## src/design/rph_pkg.sv

```systemverilog
// Shared types and constants for the RADIUS password hiding block.
// No dependencies.
package rph_pkg;
	localparam int BLOCK_BYTES  = 16;
	localparam int SECRET_WORDS = 6;
	localparam int CFG_IDX_W    = 3;
	localparam logic [CFG_IDX_W-1:0] REG_SECRET_LENGTH = 3'd0;
	localparam logic OP_LOAD   = 1'b0;
	localparam logic OP_ENCODE = 1'b1;

	typedef logic [31:0] word_t;

	// control from the sequencer to the round core
	typedef struct packed {
		logic init;
		logic round;
		logic fold;
		logic [5:0] idx;
	} core_ctl_t;

	function automatic word_t md5_k(input logic [5:0] i);
		word_t k;
		unique case (i)
			6'd0: k = 32'hd76aa478; 6'd1: k = 32'he8c7b756; 6'd2: k = 32'h242070db;
			6'd3: k = 32'hc1bdceee; 6'd4: k = 32'hf57c0faf; 6'd5: k = 32'h4787c62a;
			6'd6: k = 32'ha8304613; 6'd7: k = 32'hfd469501; 6'd8: k = 32'h698098d8;
			6'd9: k = 32'h8b44f7af; 6'd10: k = 32'hffff5bb1; 6'd11: k = 32'h895cd7be;
			6'd12: k = 32'h6b901122; 6'd13: k = 32'hfd987193; 6'd14: k = 32'ha679438e;
			6'd15: k = 32'h49b40821; 6'd16: k = 32'hf61e2562; 6'd17: k = 32'hc040b340;
			6'd18: k = 32'h265e5a51; 6'd19: k = 32'he9b6c7aa; 6'd20: k = 32'hd62f105d;
			6'd21: k = 32'h02441453; 6'd22: k = 32'hd8a1e681; 6'd23: k = 32'he7d3fbc8;
			6'd24: k = 32'h21e1cde6; 6'd25: k = 32'hc33707d6; 6'd26: k = 32'hf4d50d87;
			6'd27: k = 32'h455a14ed; 6'd28: k = 32'ha9e3e905; 6'd29: k = 32'hfcefa3f8;
			6'd30: k = 32'h676f02d9; 6'd31: k = 32'h8d2a4c8a; 6'd32: k = 32'hfffa3942;
			6'd33: k = 32'h8771f681; 6'd34: k = 32'h6d9d6122; 6'd35: k = 32'hfde5380c;
			6'd36: k = 32'ha4beea44; 6'd37: k = 32'h4bdecfa9; 6'd38: k = 32'hf6bb4b60;
			6'd39: k = 32'hbebfbc70; 6'd40: k = 32'h289b7ec6; 6'd41: k = 32'heaa127fa;
			6'd42: k = 32'hd4ef3085; 6'd43: k = 32'h04881d05; 6'd44: k = 32'hd9d4d039;
			6'd45: k = 32'he6db99e5; 6'd46: k = 32'h1fa27cf8; 6'd47: k = 32'hc4ac5665;
			6'd48: k = 32'hf4292244; 6'd49: k = 32'h432aff97; 6'd50: k = 32'hab9423a7;
			6'd51: k = 32'hfc93a039; 6'd52: k = 32'h655b59c3; 6'd53: k = 32'h8f0ccc92;
			6'd54: k = 32'hffeff47d; 6'd55: k = 32'h85845dd1; 6'd56: k = 32'h6fa87e4f;
			6'd57: k = 32'hfe2ce6e0; 6'd58: k = 32'ha3014314; 6'd59: k = 32'h4e0811a1;
			6'd60: k = 32'hf7537e82; 6'd61: k = 32'hbd3af235; 6'd62: k = 32'h2ad7d2bb;
			default: k = 32'heb86d391;
		endcase
		return k;
	endfunction

	function automatic logic [4:0] md5_rot(input logic [5:0] i);
		logic [4:0] s;
		unique case ({i[5:4], i[1:0]})
			4'd0: s = 5'd7;  4'd1: s = 5'd12; 4'd2: s = 5'd17; 4'd3: s = 5'd22;
			4'd4: s = 5'd5;  4'd5: s = 5'd9;  4'd6: s = 5'd14; 4'd7: s = 5'd20;
			4'd8: s = 5'd4;  4'd9: s = 5'd11; 4'd10: s = 5'd16; 4'd11: s = 5'd23;
			4'd12: s = 5'd6; 4'd13: s = 5'd10; 4'd14: s = 5'd15; default: s = 5'd21;
		endcase
		return s;
	endfunction

	function automatic logic [3:0] md5_g(input logic [5:0] i);
		logic [3:0] g;
		unique case (i[5:4])
			2'd0: g = i[3:0];
			2'd1: g = 4'(i[3:0] * 4'd5 + 4'd1);
			2'd2: g = 4'(i[3:0] * 4'd3 + 4'd5);
			default: g = 4'(i[3:0] * 4'd7);
		endcase
		return g;
	endfunction
endpackage

```

## src/design/rph_md5_core.sv

```systemverilog
// One shared MD5 round unit, one round per cycle, with chaining fold.
// Depends on rph_pkg.
module rph_md5_core (
	input  logic                   clk,
	input  logic                   arst_n,
	input  rph_pkg::core_ctl_t     ctl,
	input  logic [511:0]           msg,
	output logic [127:0]           digest
);
	logic [31:0] a_q, b_q, c_q, d_q;
	logic [31:0] h0_q, h1_q, h2_q, h3_q;
	logic [31:0] f, t, m, rot;
	logic [4:0]  s;

	always_comb begin
		unique case (ctl.idx[5:4])
			2'd0: f = (b_q & c_q) | (~b_q & d_q);
			2'd1: f = (d_q & b_q) | (~d_q & c_q);
			2'd2: f = b_q ^ c_q ^ d_q;
			default: f = c_q ^ (b_q | ~d_q);
		endcase
		m   = msg[32*rph_pkg::md5_g(ctl.idx) +: 32];
		s   = rph_pkg::md5_rot(ctl.idx);
		t   = a_q + f + rph_pkg::md5_k(ctl.idx) + m;
		rot = (t << s) | (t >> (6'd32 - {1'b0, s}));
	end

	always_ff @(posedge clk or negedge arst_n) begin
		if (!arst_n) begin
			h0_q <= '0; h1_q <= '0; h2_q <= '0; h3_q <= '0;
			a_q <= '0; b_q <= '0; c_q <= '0; d_q <= '0;
		end else if (ctl.init) begin
			h0_q <= 32'h67452301; h1_q <= 32'hefcdab89;
			h2_q <= 32'h98badcfe; h3_q <= 32'h10325476;
			a_q <= 32'h67452301; b_q <= 32'hefcdab89;
			c_q <= 32'h98badcfe; d_q <= 32'h10325476;
		end else if (ctl.round) begin
			a_q <= d_q; d_q <= c_q; c_q <= b_q; b_q <= b_q + rot;
		end else if (ctl.fold) begin
			h0_q <= h0_q + a_q; h1_q <= h1_q + b_q;
			h2_q <= h2_q + c_q; h3_q <= h3_q + d_q;
			a_q <= h0_q + a_q; b_q <= h1_q + b_q;
			c_q <= h2_q + c_q; d_q <= h3_q + d_q;
		end
	end

	assign digest = {h3_q, h2_q, h1_q, h0_q};
endmodule

```

## src/design/radius_pap_password_hiding.sv

```systemverilog
// RADIUS PAP password hiding: out = block ^ MD5(secret || seed), result becomes
// the next seed. A load word is taken while idle, only sets the seed and gives no
// result. An encode word hashes one MD5 block when secret_length+16 <= 55 and two
// otherwise: 64 rounds per MD5 block through one shared round unit, with init
// before the rounds, a fold after each block and a final xor before the result.
// The input is not ready while a word is being encoded or its result waits.
module radius_pap_password_hiding #(
	parameter int MAX_SECRET_BYTES = 48
) (
	input  logic         clk,
	input  logic         arst_n,
	input  logic         s_tvalid,
	output logic         s_tready,
	input  logic [135:0] s_tdata,  // data_high[63:0], data_low[127:64], valid_bytes[132:128]
	input  logic         s_tlast,  // final_block
	input  logic         s_tuser,  // operation
	output logic         m_tvalid,
	input  logic         m_tready,
	output logic [127:0] m_tdata,  // hidden_high[63:0], hidden_low[127:64]
	output logic         m_tlast,  // final_out
	input  logic         cfg_valid,
	output logic         cfg_ready,
	input  logic [2:0]   cfg_index,
	input  logic [63:0]  cfg_data
);
	localparam logic [2:0] ST_IDLE = 3'd0, ST_INIT = 3'd1, ST_ROUND = 3'd2,
		ST_FOLD = 3'd3, ST_XOR = 3'd4, ST_OUT = 3'd5;

	logic [2:0]   state_q;
	logic [5:0]   idx_q;
	logic         blk_q;
	logic [5:0]   len_q;
	logic [63:0]  sec_q [rph_pkg::SECRET_WORDS];
	logic [127:0] seed_q, data_q, res_q;
	logic [4:0]   vb_q;
	logic         last_q;
	logic [5:0]   len_sat;
	logic         two_blk;
	logic [7:0]   buf_b [128];
	logic [511:0] msg;
	logic [127:0] digest;
	rph_pkg::core_ctl_t ctl;
	logic [6:0]   n;
	logic [9:0]   bits;

	assign len_sat = (len_q > 6'(MAX_SECRET_BYTES)) ? 6'(MAX_SECRET_BYTES) : len_q;
	assign n       = 7'(len_sat) + 7'd16;
	assign bits    = {n, 3'b000};
	assign two_blk = (n > 7'd55);

	// message bytes of the padded secret || seed
	always_comb begin
		for (int i = 0; i < 128; i++) begin
			if (i < int'(len_sat))
				buf_b[i] = sec_q[(i >> 3) % rph_pkg::SECRET_WORDS][8*(7-(i%8)) +: 8];
			else if (i < int'(n))
				buf_b[i] = seed_q[64*((i-int'(len_sat))/8) + 8*(7-((i-int'(len_sat))%8)) +: 8];
			else if (i == int'(n))
				buf_b[i] = 8'h80;
			else
				buf_b[i] = 8'h00;
		end
		if (two_blk) begin
			buf_b[120] = bits[7:0];
			buf_b[121] = {6'd0, bits[9:8]};
		end else begin
			buf_b[56] = bits[7:0];
			buf_b[57] = {6'd0, bits[9:8]};
		end
		for (int j = 0; j < 64; j++)
			msg[8*j +: 8] = blk_q ? buf_b[64+j] : buf_b[j];
	end

	always_comb begin
		ctl.init  = (state_q == ST_INIT);
		ctl.round = (state_q == ST_ROUND);
		ctl.fold  = (state_q == ST_FOLD);
		ctl.idx   = idx_q;
	end

	rph_md5_core u_core (.clk(clk), .arst_n(arst_n), .ctl(ctl), .msg(msg), .digest(digest));

	assign s_tready  = (state_q == ST_IDLE);
	assign cfg_ready = 1'b1;
	assign m_tvalid  = (state_q == ST_OUT);
	assign m_tdata   = res_q;
	assign m_tlast   = last_q;

	always_ff @(posedge clk or negedge arst_n) begin
		if (!arst_n) begin
			len_q <= '0;
			for (int w = 0; w < rph_pkg::SECRET_WORDS; w++) sec_q[w] <= '0;
		end else if (cfg_valid) begin
			if (cfg_index == rph_pkg::REG_SECRET_LENGTH)
				len_q <= cfg_data[5:0];
			else if (cfg_index <= 3'(rph_pkg::SECRET_WORDS))
				sec_q[cfg_index - 3'd1] <= cfg_data;
		end
	end

	always_ff @(posedge clk) begin
		if (s_tvalid && s_tready) begin
			data_q <= s_tdata[127:0];
			vb_q   <= s_tdata[132:128];
			last_q <= s_tlast;
		end
	end

	always_ff @(posedge clk or negedge arst_n) begin
		if (!arst_n) begin
			state_q <= ST_IDLE;
			idx_q   <= '0;
			blk_q   <= 1'b0;
			seed_q  <= '0;
			res_q   <= '0;
		end else begin
			unique case (state_q)
				ST_IDLE: begin
					if (s_tvalid) begin
						if (s_tuser == rph_pkg::OP_LOAD)
							seed_q <= s_tdata[127:0];
						else
							state_q <= ST_INIT;
					end
					blk_q <= 1'b0;
					idx_q <= '0;
				end
				ST_INIT: state_q <= ST_ROUND;
				ST_ROUND: begin
					idx_q <= idx_q + 6'd1;
					if (idx_q == 6'd63) state_q <= ST_FOLD;
				end
				ST_FOLD: begin
					if (two_blk && !blk_q) begin
						blk_q <= 1'b1;
						state_q <= ST_ROUND;
					end else
						state_q <= ST_XOR;
				end
				ST_XOR: begin
					for (int i = 0; i < 16; i++) begin
						res_q[64*(i/8) + 8*(7-(i%8)) +: 8] <=
							((i < int'(vb_q)) ? data_q[64*(i/8) + 8*(7-(i%8)) +: 8] : 8'h00)
							^ digest[8*i +: 8];
						seed_q[64*(i/8) + 8*(7-(i%8)) +: 8] <=
							((i < int'(vb_q)) ? data_q[64*(i/8) + 8*(7-(i%8)) +: 8] : 8'h00)
							^ digest[8*i +: 8];
					end
					state_q <= ST_OUT;
				end
				ST_OUT: if (m_tready) state_q <= ST_IDLE;
				default: state_q <= ST_IDLE;
			endcase
		end
	end
endmodule

```

## config.mk

```make
export PLATFORM = sky130hd
export DESIGN_NAME = radius_pap_password_hiding
export DESIGN_NICKNAME = d
export VERILOG_FILES = /design/src/design/rph_pkg.sv /design/src/design/rph_md5_core.sv /design/src/design/radius_pap_password_hiding.sv
export SDC_FILE = /design/constraint.sdc
export NUM_CORES = 2
export LEC_CHECK = 0
export ABC_AREA = 1
export BUFFER_PORTS_ARGS = -buffer_cell sky130_fd_sc_hd__buf_2
export CELL_PAD_IN_SITES_DETAIL_PLACEMENT = 1
export CELL_PAD_IN_SITES_GLOBAL_PLACEMENT = 2
export CORE_MARGIN = 2
export CORE_UTILIZATION = 37
export DETAILED_ROUTE_END_ITERATION = 8
export GPL_TIMING_DRIVEN = 1
export PLACE_DENSITY_LB_ADDON = 0.1
export REMOVE_ABC_BUFFERS = 1
export SYNTH_ARGS = -nofsm -noshare
export SYNTH_HDL_FRONTEND = slang
export SYNTH_SLANG_ARGS = --single-unit
export TNS_END_PERCENT = 1
```

## constraint.sdc

```tcl
create_clock -name clk -period 12.9 [get_ports clk]
set_input_delay 2.58 -clock clk [delete_from_list [all_inputs] [get_ports clk]]
set_output_delay 2.58 -clock clk [all_outputs]
set_load 0.01 [all_outputs]
```

* Word level (Yosys, flattened, before mapping)
Memories as Yosys holds them, arrays and structs flattened.
Cells that the tools add are included.
** Word-level totals
- Output and inout port bits :: 132
- ROM bits :: 2128
- Input port bits :: 210
- Flip-flop bits (word level) :: 1046
- Logic and storage cells :: 1775
- Memories :: 2
** Operators by class
- Equal/unequal tests :: 142
- Reductions and logical operators :: 146
- Bitwise logic cells :: 158
- Muxes and demuxes :: 438
- $mul :: 3
- Order comparisons :: 211
- Add/subtract/negate cells :: 522
- Shifts and indexed selects :: 130
** Memories
- (no name shown) :: depth 64, width 32, read ports 1, clocked after Yosys merged registers in 0, wr ports 0, line rph_pkg.sv:23 : unique case (i)
- (no name shown) :: depth 16, width 5, read ports 1, clocked after Yosys merged registers in 0, wr ports 0, line rph_pkg.sv:52 : unique case ({i[5:4], i[1:0]})
** Operators by type and width (count)
- variable part select 128 x 32 -> 8 bit :: 127
- adder 32 x 8 -> 32 bit :: 127
- adder 26 x 1 -> 26 bit :: 127
- two-way mux 8 bit :: 398
- two-way mux 32 bit :: 20
- subtractor 4 x 4 -> 5 bit (first input constant) :: 127
- variable part select 512 x 10 -> 32 bit :: 1
- subtractor 7 x 6 -> 8 bit (first input constant) :: 63
- == test 7 bit (first input constant) :: 64
- < comparator 7 bit (first input constant) :: 63
- bitwise mux 384 bit :: 1
- OR reduction 3 bit :: 127
- adder 32 bit :: 8
- two-way mux 128 bit :: 2
- case mux 128 bit (2 select lines) :: 1
- == test 6 x 7 -> 1 bit (first input constant) :: 32
- < comparator 6 x 7 -> 1 bit (first input constant) :: 32
- subtractor 6 x 6 -> 7 bit (first input constant) :: 32
- demux 64 bit (select 3 bit) :: 1
- < comparator 6 bit (first input constant) :: 31
- bitwise AND 32 bit :: 4
- OR 32 bit :: 4
- bitwise XOR 8 bit :: 16
- bitwise AND 1 bit :: 127
- other kinds (71) :: 215

* Longest topological paths before layout
- Word-level depth :: 19
- Depth in mapped cells :: 81
- Depth with buffers taken out :: 76

* Hierarchy
Synthesis repeated with hierarchy kept, for this count alone.
** Unflattened totals
- Cell total of the unflattened synthesis :: 14056
- Area total of the unflattened synthesis :: 90682.0 um^2
** By module, submodules not included
- radius_pap_password_hiding :: cells each 8404, instances 1, area an instance 55963.7 um^2
- rph_md5_core :: cells each 5652, instances 1, area an instance 34718.3 um^2

* Worst setup path before layout
No wires, ideal clock.
- Kind :: in2reg
- Start :: in s_tvalid
- End :: reg data_q[0], enable pin
- Setup slack :: 0.495 ns
- Buffers on the path :: 0
- Arrival :: 11.614 ns
- Stages on the path :: 2
- Data required time :: 12.109 ns
- Cells stage by stage :: inv_1 > nor3_1
** On the way
- Word-level cells in the longest chain between the ends :: 1
** RTL lines
- from (decl) :: line radius_pap_password_hiding.sv:12 : input logic s_tvalid,
- logical AND 1 bit :: line radius_pap_password_hiding.sv:102 : if (s_tvalid && s_tready) begin
- to (signal assigned) :: line radius_pap_password_hiding.sv:103 : data_q <= s_tdata[127:0];
- to (decl) :: line radius_pap_password_hiding.sv:34 : logic [127:0] seed_q, data_q, res_q;
No other way between the ends.
A chain may end at the register's enable or synchronous reset.

* Worst setup path after layout
- Start :: reg len_q[5]
- End :: reg u_core.b_q[29]
** On the way
- Word-level cells in the longest chain between the ends :: 19
- Elaborated cells between the ends (all ways) :: 1603
- Classes of those cells :: add/sub (511); order compare (192); eq/ne (127); shift (130); mux (387); bitwise (128); reduce/logical (128)
** RTL lines
- from (decl) :: line radius_pap_password_hiding.sv:32 : logic [5:0] len_q;
- from (signal assigned) :: line radius_pap_password_hiding.sv:95 : len_q <= cfg_data[5:0];
- greater-than comparator 6 bit :: line radius_pap_password_hiding.sv:46 : assign len_sat = (len_q > 6'(MAX_SECRET_BYTES)) ? 6'(MAX_SECRET_BYTES) : len_q;
- two-way mux 6 bit * :: line radius_pap_password_hiding.sv:46
- subtractor 6 x 6 -> 7 bit :: line radius_pap_password_hiding.sv:57 : buf_b[i] = seed_q[64*((i-int'(len_sat))/8) + 8*(7-((i-int'(len_sat))%8)) +: 8];
- OR reduction 3 bit (no source line)
- bitwise AND 1 bit (no source line)
- adder 26 x 1 -> 26 bit (no source line) / subtractor 4 x 4 -> 5 bit (equally long branches)
- adder 32 x 8 -> 32 bit :: line radius_pap_password_hiding.sv:57
- variable part select 128 x 32 -> 8 bit :: line radius_pap_password_hiding.sv:57
- (+3 left out)
- two-way mux 8 bit :: line radius_pap_password_hiding.sv:71 : msg[8*j +: 8] = blk_q ? buf_b[64+j] : buf_b[j];
- variable part select 512 x 10 -> 32 bit * :: line rph_md5_core.sv:22 : m = msg[32*rph_pkg::md5_g(ctl.idx) +: 32];
- adder 32 bit * :: line rph_md5_core.sv:24 : t = a_q + f + rph_pkg::md5_k(ctl.idx) + m;
- >> shifter 32 x 6 -> 32 bit / << shifter 32 x 5 -> 32 bit (equally long branches) :: line rph_md5_core.sv:25 : rot = (t << s) | (t >> (6'd32 - {1'b0, s}));
- OR 32 bit * :: line rph_md5_core.sv:25
- adder 32 bit * :: line rph_md5_core.sv:38 : a_q <= d_q; d_q <= c_q; c_q <= b_q; b_q <= b_q + rot;
- two-way mux 32 bit * :: line rph_md5_core.sv:37 : end else if (ctl.round) begin
- two-way mux 32 bit * :: line rph_md5_core.sv:32 : end else if (ctl.init) begin
- to (signal assigned) :: line rph_md5_core.sv:38
- to (signal assigned) :: line rph_md5_core.sv:42 : a_q <= h0_q + a_q; b_q <= h1_q + b_q;
- to (decl) :: line rph_md5_core.sv:10 : logic [31:0] a_q, b_q, c_q, d_q;
Mark *: on every way between the ends. The rest lies on a longest branch, timed or not.

==> impl_metrics.tcl <==
set metrics [dict create \
    fin_crit_ps 12180 \
    async_flop_share_pct 87.2 \
    syn_inst 12300 \
    coreArea_um2 230000 \
    route.detailed.wl_per_inst_um 31.8 \
    die_area_um2 234000 \
    hold_viol_final 0 \
    antenna_found_initial 39 \
    ant_nets 0 \
    clockBufferDepth 3 \
    ys_types 85 \
    fp.dieW_um 484 \
    status "complete, but fails checks" \
    yosysTopAreaCell "dfrtp_1" \
    gp_congestion 1.05 \
    cts_htree_levels 4 \
    setup_violations 0 \
    max_freq_mhz 82.1 \
    yosysSeqAreaShare_pct 31.5 \
    final_max_slew_viol_count 2 \
    grt_pass1_vias 101000 \
    finalCritPeriodShare_pct 94.4 \
    rows 176 \
    grt_usage_pct 43.0 \
    initial_core_util_pct 37.1 \
    dp.cells 16100 \
    detail_route.vias_per_cell 6.14 \
    finalNetCount 13800 \
    first_pass_iters 5 \
    worstSkewPairLatency_ps 880 \
    grt_max_degree 153 \
    die_h_um 484 \
    drive_gt1_share_pct 13.9 \
    drt_wl_total_um 520000 \
    crit_top_cell "nand2_1" \
    numCtsBuffers 131 \
    final_cell_area_um2 101000 \
    fin_cells 16300 \
    grtUsageMet2_pct 69.5 \
    busiest_layer "met2" \
    cts.clk_slew.worst_paths_ps 60 \
    cts_tree "yes" \
    hold_buffers 0 \
    fin_worst_skew_ps 95.2 \
    drc 0 \
    grtUsageMet3_pct 8.72 \
    maxSlewHeadroom_pct -8.58 \
    synth_area_leaders "dfrtp_1, nand2_1, o21ai_0" \
    ys_warn_count 0 \
    area.growth.synth_to_final_pct 18.8 \
    violations "capacitance limit, slew limit" \
    postPlaceCellArea_um2 96600 \
    path_max_fanout 11 \
    cpPeakStageDelay_ps 520 \
    cp-end-kind "flop" \
    hold_path_class "reg2reg" \
    io_pins 342 \
    clock_sinks 1046 \
    crit_path_top_delay_cell "fa_1" \
    dp_hpwl_um 406000 \
    vias 100000 \
    grt_pass1_wl_um 733000 \
    portBuffers 337 \
    crit_required_ps 13660 \
    cts-root-buf "clkbuf_16" \
    timing.hold.ws_ps 479 \
    synth_top_area_share_pct 26.8 \
    netlist_area_um2 85300 \
    ys_ff_latch 1046 \
    worstSetupPathType "reg2reg" \
    synth_commonest_cells "nand2_1, o21ai_0, inv_1" \
    synth_area_per_cell_um2 6.91 \
    cap_violations 1 \
    synth.most_common_cell "nand2_1" \
    cp_data_arrival_time_ps 12940 \
    overflow 0 \
    tightestPinTransition_ps 1610 \
    synthFlopType "dfrtp_1" \
    synth_edf_count 134 \
    tns_ps 0 \
    drt_iter0_markers 9863 \
    use_met1_pct 49.7 \
    cp-start-kind "flop" \
]
per-layer routing:
layer,vias to the layer above,routed length (µm)
met4,22,48300
met2,4638,238000
li1,43900,-
met5,-,139
met1,50200,195000
met3,1531,38800
placed cells by master, fill, tap and decap left out, types with 190 or more instances in the layout:
master / count
buf_2: 336
inv_1: 1118
nand3_1: 676
nand2_1: 3119
o211ai_1: 193
nor2_1: 770
dfrtp_1: 910
xor2_1: 190
o22ai_1: 206
ha_1: 348
a21oi_1: 608
buf_4: 1016
o21ai_0: 1632
a31oi_1: 222
cell type report:
type	instances	area, µm²
clock inverter	72	885
clock buffer	170	3620
inverter	1188	4490
timing repair buffer	1401	10300
multi-input combinational	9410	51400
fill	29300	128000
sequential	1046	26900
antenna	29	72.6
tap	3026	3790
kinds of logic (layout without fill, tap and decap cells):
kind of cell               after synthesis  after routing  synth area share, %
and+or+nand+nor                       4937           4937                 23.8
AOI/OAI and AO/OA                     3673           3673                 25.2
buffers and inverters                 1884           2831                 8.65
DFF                                   1046           1046                 31.5
adders and majority gates              424            424                 6.84
xor gates and xnor gates               335            335                 3.55
muxes                                   36             36                0.422
other                                    2             34              0.00880
final timing paths:
path | startpoint | endpoint | slack (ps) | depth (start not counted)
hold / removal | sec_q[111] | sec_q[111] | 480 | 2
min in group asynchronous | arst_n | sec_q[239] | 1780 | 1
setup reg to reg | len_q[5] | u_core.b_q[29] | 720 | 70
hold reg to reg | sec_q[111] | sec_q[111] | 480 | 2
setup / recovery | len_q[5] | u_core.b_q[29] | 720 | 70
max in group asynchronous | arst_n | u_core.h3_q[20] | 8570 | 4
per-stage QoR:
step / util [%] / worst slack [ps]
floorplan: - / -4570
global placement: 42.1 / 387
detailed placement: 42.1 / 134
CTS: 44.0 / 116
global route: 44.1 / -9.09
finish: 44.1 / 717
worst max-delay path, delay by kind of cell (launching register included):
family                   cells  cell delay, ps
flip-flops                   1             350
adder cells (fa/ha/maj)      8            2650
multiplexers                 1             260
buffers and inverters       15            2340
AO/OA/AOI/OAI               20            3250
AND/OR/NAND/NOR             23            2730
XOR/XNOR                     3             540
sequential cells by signal (all words and copies together), names as in the netlist:
register,cells
blk_q,1
data_q,128
idx_q,6
len_q,6
m_tdata,128
m_tlast,1
sec_q,384
seed_q,128
state_q,3
u_core.a_q,32
u_core.b_q,32
u_core.c_q,32
u_core.d_q,32
u_core.h0_q,32
u_core.h1_q,32
u_core.h2_q,32
u_core.h3_q,32
vb_q,5
repair_timing:
item / in CTS / in global routing
setup endpoints to repair: 0 / 18
resized for setup: 0 / 43
buffers inserted: 0 / 5
Power is left out: the tool's default activity adds up to more than one toggle a clock period on the data nets, which glitch-free logic cannot reach.
